===== src/design/lsb_first_bit_field_reader_assert.svh =====
// Assertion macros shared by the bit field reader modules.
`ifndef LSB_FIRST_BIT_FIELD_READER_ASSERT_SVH
`define LSB_FIRST_BIT_FIELD_READER_ASSERT_SVH

// The consequent must hold in the same cycle as the antecedent.
`define LBFR_ASSERT_SAME(label, clk, rst, ante, cons, msg) \
   label: assert property (@(posedge clk) disable iff (rst) (ante) |-> (cons)) \
      else $error(msg);

// The consequent must hold in the cycle after the antecedent.
`define LBFR_ASSERT_NEXT(label, clk, rst, ante, cons, msg) \
   label: assert property (@(posedge clk) disable iff (rst) (ante) |=> (cons)) \
      else $error(msg);

`endif


===== src/design/lbfr_pkg.sv =====
package lbfr_pkg;

   localparam int STORE_WORDS_DEFAULT = 1024;
   localparam int WORD_BITS = 32;
   localparam int WORD_SHIFT = $clog2(WORD_BITS);
   localparam int KIND_BITS = 2;
   localparam int COUNT_BITS = 6;
   localparam int STATUS_BITS = 2;
   localparam int STEP_BITS = 3;
   localparam int HEAD_BITS = 6;

   localparam logic [KIND_BITS-1:0] KIND_LOAD = 2'd0;
   localparam logic [KIND_BITS-1:0] KIND_BITS_FIELD = 2'd1;
   localparam logic [KIND_BITS-1:0] KIND_PREFIXED = 2'd2;
   localparam logic [KIND_BITS-1:0] KIND_VARINT = 2'd3;

   localparam logic [STATUS_BITS-1:0] STATUS_OK = 2'd0;
   localparam logic [STATUS_BITS-1:0] STATUS_OVERRUN = 2'd1;
   localparam logic [STATUS_BITS-1:0] STATUS_TOO_LONG = 2'd2;

   localparam logic [COUNT_BITS-1:0] MAX_FIELD_BITS = 6'd32;
   localparam logic [COUNT_BITS-1:0] HEAD_FIELD_BITS = 6'd6;
   localparam logic [COUNT_BITS-1:0] BYTE_FIELD_BITS = 6'd8;
   localparam logic [STEP_BITS-1:0] VARINT_LAST_STEP = 3'd4;

   typedef enum logic [1:0] {
      ST_IDLE,
      ST_FETCH,
      ST_EXTRACT,
      ST_RESPOND
   } state_type;

   typedef struct packed {
      logic start;
      logic load;
      logic fetch;
      logic extract;
   } cmd_type;

   typedef struct packed {
      logic is_load;
      logic done;
   } sts_type;

   function automatic logic [COUNT_BITS-1:0] ext_bits(input logic [1:0] sel);
      logic [COUNT_BITS-1:0] bits;
      case (sel)
         2'd1: bits = 6'd4;
         2'd2: bits = 6'd8;
         2'd3: bits = 6'd28;
         default: bits = 6'd0;
      endcase
      return bits;
   endfunction

   function automatic logic [4:0] varint_shift(input logic [STEP_BITS-1:0] step);
      logic [4:0] shamt;
      case (step)
         3'd0: shamt = 5'd0;
         3'd1: shamt = 5'd7;
         3'd2: shamt = 5'd14;
         3'd3: shamt = 5'd21;
         3'd4: shamt = 5'd28;
         default: shamt = 5'd0;
      endcase
      return shamt;
   endfunction

endpackage


===== src/design/lbfr_controller.sv =====
`include "lsb_first_bit_field_reader_assert.svh"

module lbfr_controller (
   input  logic              clock,
   input  logic              reset,
   input  logic              req_valid,
   output logic              req_ready,
   output logic              rsp_valid,
   input  logic              rsp_ready,
   input  lbfr_pkg::sts_type sts,
   output lbfr_pkg::cmd_type cmd
);

   lbfr_pkg::state_type state_ff, state_in;
   logic accept;

   assign accept = req_valid && (state_ff == lbfr_pkg::ST_IDLE);

   always_comb begin
      state_in = state_ff;
      case (state_ff)
         lbfr_pkg::ST_IDLE: begin
            if (req_valid && !sts.is_load) begin
               state_in = lbfr_pkg::ST_FETCH;
            end
         end
         lbfr_pkg::ST_FETCH: state_in = lbfr_pkg::ST_EXTRACT;
         lbfr_pkg::ST_EXTRACT: begin
            state_in = sts.done ? lbfr_pkg::ST_RESPOND : lbfr_pkg::ST_FETCH;
         end
         lbfr_pkg::ST_RESPOND: begin
            if (rsp_ready) begin
               state_in = lbfr_pkg::ST_IDLE;
            end
         end
         default: state_in = lbfr_pkg::ST_IDLE;
      endcase
   end

   always_comb begin
      req_ready = 1'b0;
      rsp_valid = 1'b0;
      cmd = '0;
      case (state_ff)
         lbfr_pkg::ST_IDLE: begin
            req_ready = 1'b1;
            cmd.start = accept && !sts.is_load;
            cmd.load = accept && sts.is_load;
         end
         lbfr_pkg::ST_FETCH: cmd.fetch = 1'b1;
         lbfr_pkg::ST_EXTRACT: cmd.extract = 1'b1;
         lbfr_pkg::ST_RESPOND: rsp_valid = 1'b1;
         default: cmd = '0;
      endcase
   end

   always_ff @(posedge clock) begin
      if (reset) begin
         state_ff <= lbfr_pkg::ST_IDLE;
      end else begin
         state_ff <= state_in;
      end
   end

   `LBFR_ASSERT_NEXT(a_read_starts, clock, reset, accept && !sts.is_load, state_ff == lbfr_pkg::ST_FETCH, "accepted read did not start a fetch")
   `LBFR_ASSERT_NEXT(a_result_held, clock, reset, rsp_valid && !rsp_ready, state_ff == lbfr_pkg::ST_RESPOND, "result dropped before it was taken")

endmodule


===== config.mk =====
export PLATFORM = sky130hd
export DESIGN_NAME = lbfr_controller
export DESIGN_NICKNAME = d
export VERILOG_FILES = /design/src/design/lbfr_pkg.sv /design/src/design/lbfr_controller.sv
export VERILOG_INCLUDE_DIRS = /design/src /design/src/design
export SDC_FILE = /design/constraint.sdc
export NUM_CORES = 1
export LEC_CHECK = 0
export BUFFER_PORTS_ARGS = -buffer_cell sky130_fd_sc_hd__buf_2
export CORE_AREA = 2 2 39 41
export DETAILED_ROUTE_END_ITERATION = 7
export DIE_AREA = 0 0 41 43
export HOLD_SLACK_MARGIN = 0.03
export SETUP_SLACK_MARGIN = 0.5
export SLEW_MARGIN = 20
export SYNTH_ARGS = -nofsm -noshare
export SYNTH_HDL_FRONTEND = slang
export SYNTH_SLANG_ARGS = --single-unit

===== constraint.sdc =====
create_clock -name clock -period 1 [get_ports clock]
set_input_delay 0.05 -clock clock [delete_from_list [all_inputs] [get_ports clock]]
set_output_delay 0.05 -clock clock [all_outputs]
set_load 0.05 [all_outputs]

**After elaboration in Yosys (flattened, before gate mapping)**

Cells that the tools add are included.

- Flip-flop bits (word level): 2
- Input bits: 6

- Equal/unequal tests: 5
- Muxes and demuxes: 9
- Reductions and logical operators: 7

Operators with widths:

| cell | count |
|---|---|
| $mux 2 | 4 |
| $pmux 2 s4 | 1 |
| $eq 2x2->1 const B | 2 |
| $logic_and 1x1->1 | 4 |
| $mux 1 | 4 |
| $eq 2x1->1 const B | 1 |
| $logic_not 2->1 | 1 |
| $ne 2x1->1 const B | 1 |
| $ne 2x2->1 const B | 1 |
| $reduce_and 2->1 | 1 |
| $logic_not 1->1 | 1 |

**Depth between registers and ports, before layout**

- Word-level depth: 4
- Depth in mapped cells: 2
- Gate-level depth less buffers: 2

**Worst setup path after synthesis**

OpenSTA, ideal clock, no wires.

- Path kind: register to output
- Start point: register state_ff[0]
- End point: output cmd[3] (netlist bit)
- Arrival time: 2.019 ns
- Required time: 0.950 ns
- Path slack: -1.069 ns
- Cell stages (with the launch flop): 2
- Buffers on the path: 0
- Cell sequence: dfxtp_1 -> nor4b_1

RTL lines:

| element | RTL line | source |
|---|---|---|
| start, declared | lbfr_controller.sv:14 | `lbfr_pkg::state_type state_ff, state_in;` |
| start signal, assigned | lbfr_controller.sv:59 | `state_ff <= lbfr_pkg::ST_IDLE;` |
| start signal, assigned | lbfr_controller.sv:61 | `state_ff <= state_in;` |
| end, declared | lbfr_controller.sv:11 | `output lbfr_pkg::cmd_type cmd` |

==> impl_metrics.env <==
export IMPL_portBuffers=11
export IMPL_reg_top3="state_ff x2"
export IMPL_wl_um=426
export IMPL_design_area_um2=323
export IMPL_cts_inserted_buffers=3
export IMPL_utilization_pct=23.3
export IMPL_p_int_mw=0.287
export IMPL_gr_usage_all_layers_pct=6.43
export IMPL_antennaDiodeCount=0
export IMPL_synth_area_um2=119
export IMPL_fp_dieH_um=43
export IMPL_hold_worst_slack_ns=0.00823
export IMPL_postPlaceCellArea_um2=235
export IMPL_fin_tns_setup_ns=-0.223
export IMPL_ys_seq_area_share_pct=33.7
export IMPL_antenna_found_initial=0
export IMPL_drt_iter0_drc=1
export IMPL_skew_ns=0.00159
export IMPL_grt_met1_usage_pct=5.47
export IMPL_gp_congestion=0.622
export IMPL_viasPerCell=3.84
export IMPL_cts_buffer_depth=2
export IMPL_grt_max_degree=9
export IMPL_rsz0062_at_grt="true"
export IMPL_ant_nets=0
export IMPL_wire_per_inst_um=9.68
export IMPL_cp_start_kind="register"
export IMPL_num_io_pins=12
export IMPL_arrival_ns=1.04
export IMPL_syn_avg_cell_area_um2=9.14
export IMPL_postSynthCellCount=13
export IMPL_htreeDepth=1
export IMPL_synth_net_count=19
export IMPL_hold_class="input port to register"
export IMPL_fp_dieArea_um2=1760
export IMPL_leakagePower_nw=0.139
export IMPL_violations="negative setup slack"
export IMPL_p_sw_share_pct=32.9
export IMPL_cts_clk_slew_worst_paths_ns=0.03
export IMPL_initial_core_util_pct=8.59
export IMPL_hold_viol_final=0
export IMPL_ir_drop_mv=0.302
export IMPL_synth_seq_cells=2
export IMPL_busiest_layer="met4"
export IMPL_drive_gt1_share_pct=92.9
export IMPL_rows=14
export IMPL_die_w_um=41
export IMPL_yosysWarnings=0
export IMPL_vias=169
export IMPL_core_um2=1380
export IMPL_finalSetupViolCount=4
export IMPL_drtPass1Iterations=2
export IMPL_cp_max_fo=7
export IMPL_grt_pass1_vias=165
export IMPL_worst_pin_slew_ns=0.200
export IMPL_largest_reg_flops=2
export IMPL_p_comb_share_pct=35.6
export IMPL_top_register="state_ff"
export IMPL_grt_use_met2_pct=6.88
export IMPL_synth_distinct_cells=12
export IMPL_pre_cts_slack_ns=0.0592
export IMPL_post_route_min_period_ns=1.09
export IMPL_clock_latency_ns=0.22
export IMPL_power_density_nw_per_um2=1320
export IMPL_pwr_share_clk_pct=41.9
export IMPL_cp_required_ns=0.95
export IMPL_area_growth_pct=172
export IMPL_seqPwrFrac_pct=22.6
export IMPL_slew_violations=0
export IMPL_clock_sinks=2
export IMPL_fin_crit_sh_pct=109
export IMPL_relSlewSlack_pct=86.6
export IMPL_cts_tree="built"
export IMPL_outcome="finished with violations"
export IMPL_drv_cap=0
export IMPL_grtUsageMet3_pct=5.24
export IMPL_fmax_ghz=0.917
export IMPL_critPathCaptureType="primary output"
export IMPL_worst_slack_ns=-0.0905
export IMPL_cts_root_buffer="clkbuf_4"
export IMPL_p_sw_mw=0.140
export IMPL_drcViolationCount=0
export IMPL_nNetsFinal=36
export IMPL_grt_ovfl_total=0
export IMPL_critPathKind="register to primary output"
export IMPL_grt_pass1_wl_um=648
## kinds of logic (layout without fill, tap and decap cells)
group | after synthesis | count (layout) | share of synthesized area, %
simple gates | 7 | 7 | 40.0
buf+inv | 0 | 15 | 0
flops | 2 | 2 | 33.7
compound gates | 4 | 4 | 26.3
## cell usage after synthesis
master,instances,area [µm²]
or3b_1,1,8.76
and2_1,1,6.26
dfxtp_1,2,40.0
a211oi_1,1,7.51
and2b_1,1,7.51
nor4b_1,1,8.76
a21bo_2,1,10.0
and3_1,1,6.26
a21oi_1,1,5.00
nor2_1,1,3.75
a21oi_2,1,8.76
nor2b_1,1,6.26
## routing by layer
layer  part of all wire [%]  wire, µm
met5                      0         0
met4                    3.5        15
met1                     39       166
met3                     18        75
met2                     39       167
## layout make-up
type / count / area, µm²
timing repair buffer: 12 / 115
multi-input combinational: 11 / 118
sequential: 2 / 47.5
clock buffer: 3 / 22.5
fill: 152 / 1060
tap: 16 / 20.0
## power groups by stage
stage	combinational (mW)	clock [mW]	sequential [mW]
after floorplan	0.0854	0	0.0982
after global placement	0.115	0	0.100
after detailed placement	0.115	0	0.100
after CTS	0.140	0.191	0.0963
after global routing	0.161	0.197	0.0980
final	0.152	0.179	0.0964
## critical path, stage by stage (launching register included)
cell and delay [ns]:
dfxtp_4 0.36, nor4b_4 0.26, buf_6 0.19
## cell usage in the layout, fill, tap and decap left out
| cell type | synthesis | routed |
|---|---|---|
| a21oi_2 | 1 | 1 |
| nor2_4 | 0 | 1 |
| and2b_2 | 0 | 1 |
| dfxtp_4 | 0 | 2 |
| buf_6 | 0 | 4 |
| a211oi_2 | 0 | 1 |
| a21oi_1 | 1 | 1 |
| a21bo_2 | 1 | 1 |
| and3_4 | 0 | 1 |
| clkbuf_4 | 0 | 3 |
| nor2b_2 | 0 | 1 |
| or3b_1 | 1 | 1 |
| buf_2 | 0 | 5 |
| nor4b_4 | 0 | 1 |
| and2_4 | 0 | 1 |
| buf_8 | 0 | 3 |
## path summary, 6_finish.rpt
kind | start | endpoint | slack, ns | cells past startpoint
hold / removal | reset | state_ff[0] | 0.008 | 2
hold reg to reg | state_ff[0] | state_ff[0] | 0.62 | 2
setup reg to reg | state_ff[0] | state_ff[0] | 0.08 | 2
setup / recovery | state_ff[1] | cmd[3] | -0.09 | 2
## through the flow
| stage | instances | power, mW |
|---|---|---|
| after floorplan | 13 | 0.184 |
| after global placement | 40 | 0.215 |
| after detailed placement | 40 | 0.215 |
| after CTS | 43 | 0.426 |
| after global routing | 44 | 0.456 |
| final | 44 | 0.427 |
## what timing repair did
item                       CTS  global route
setup endpoints to repair    8             8
hold endpoints to repair     2             2
setup buffers                0             1
pin swaps                    2             2
resized for setup           16             2
cloned                       0             0
No activity file was read; power rests on OpenSTA's default activity.
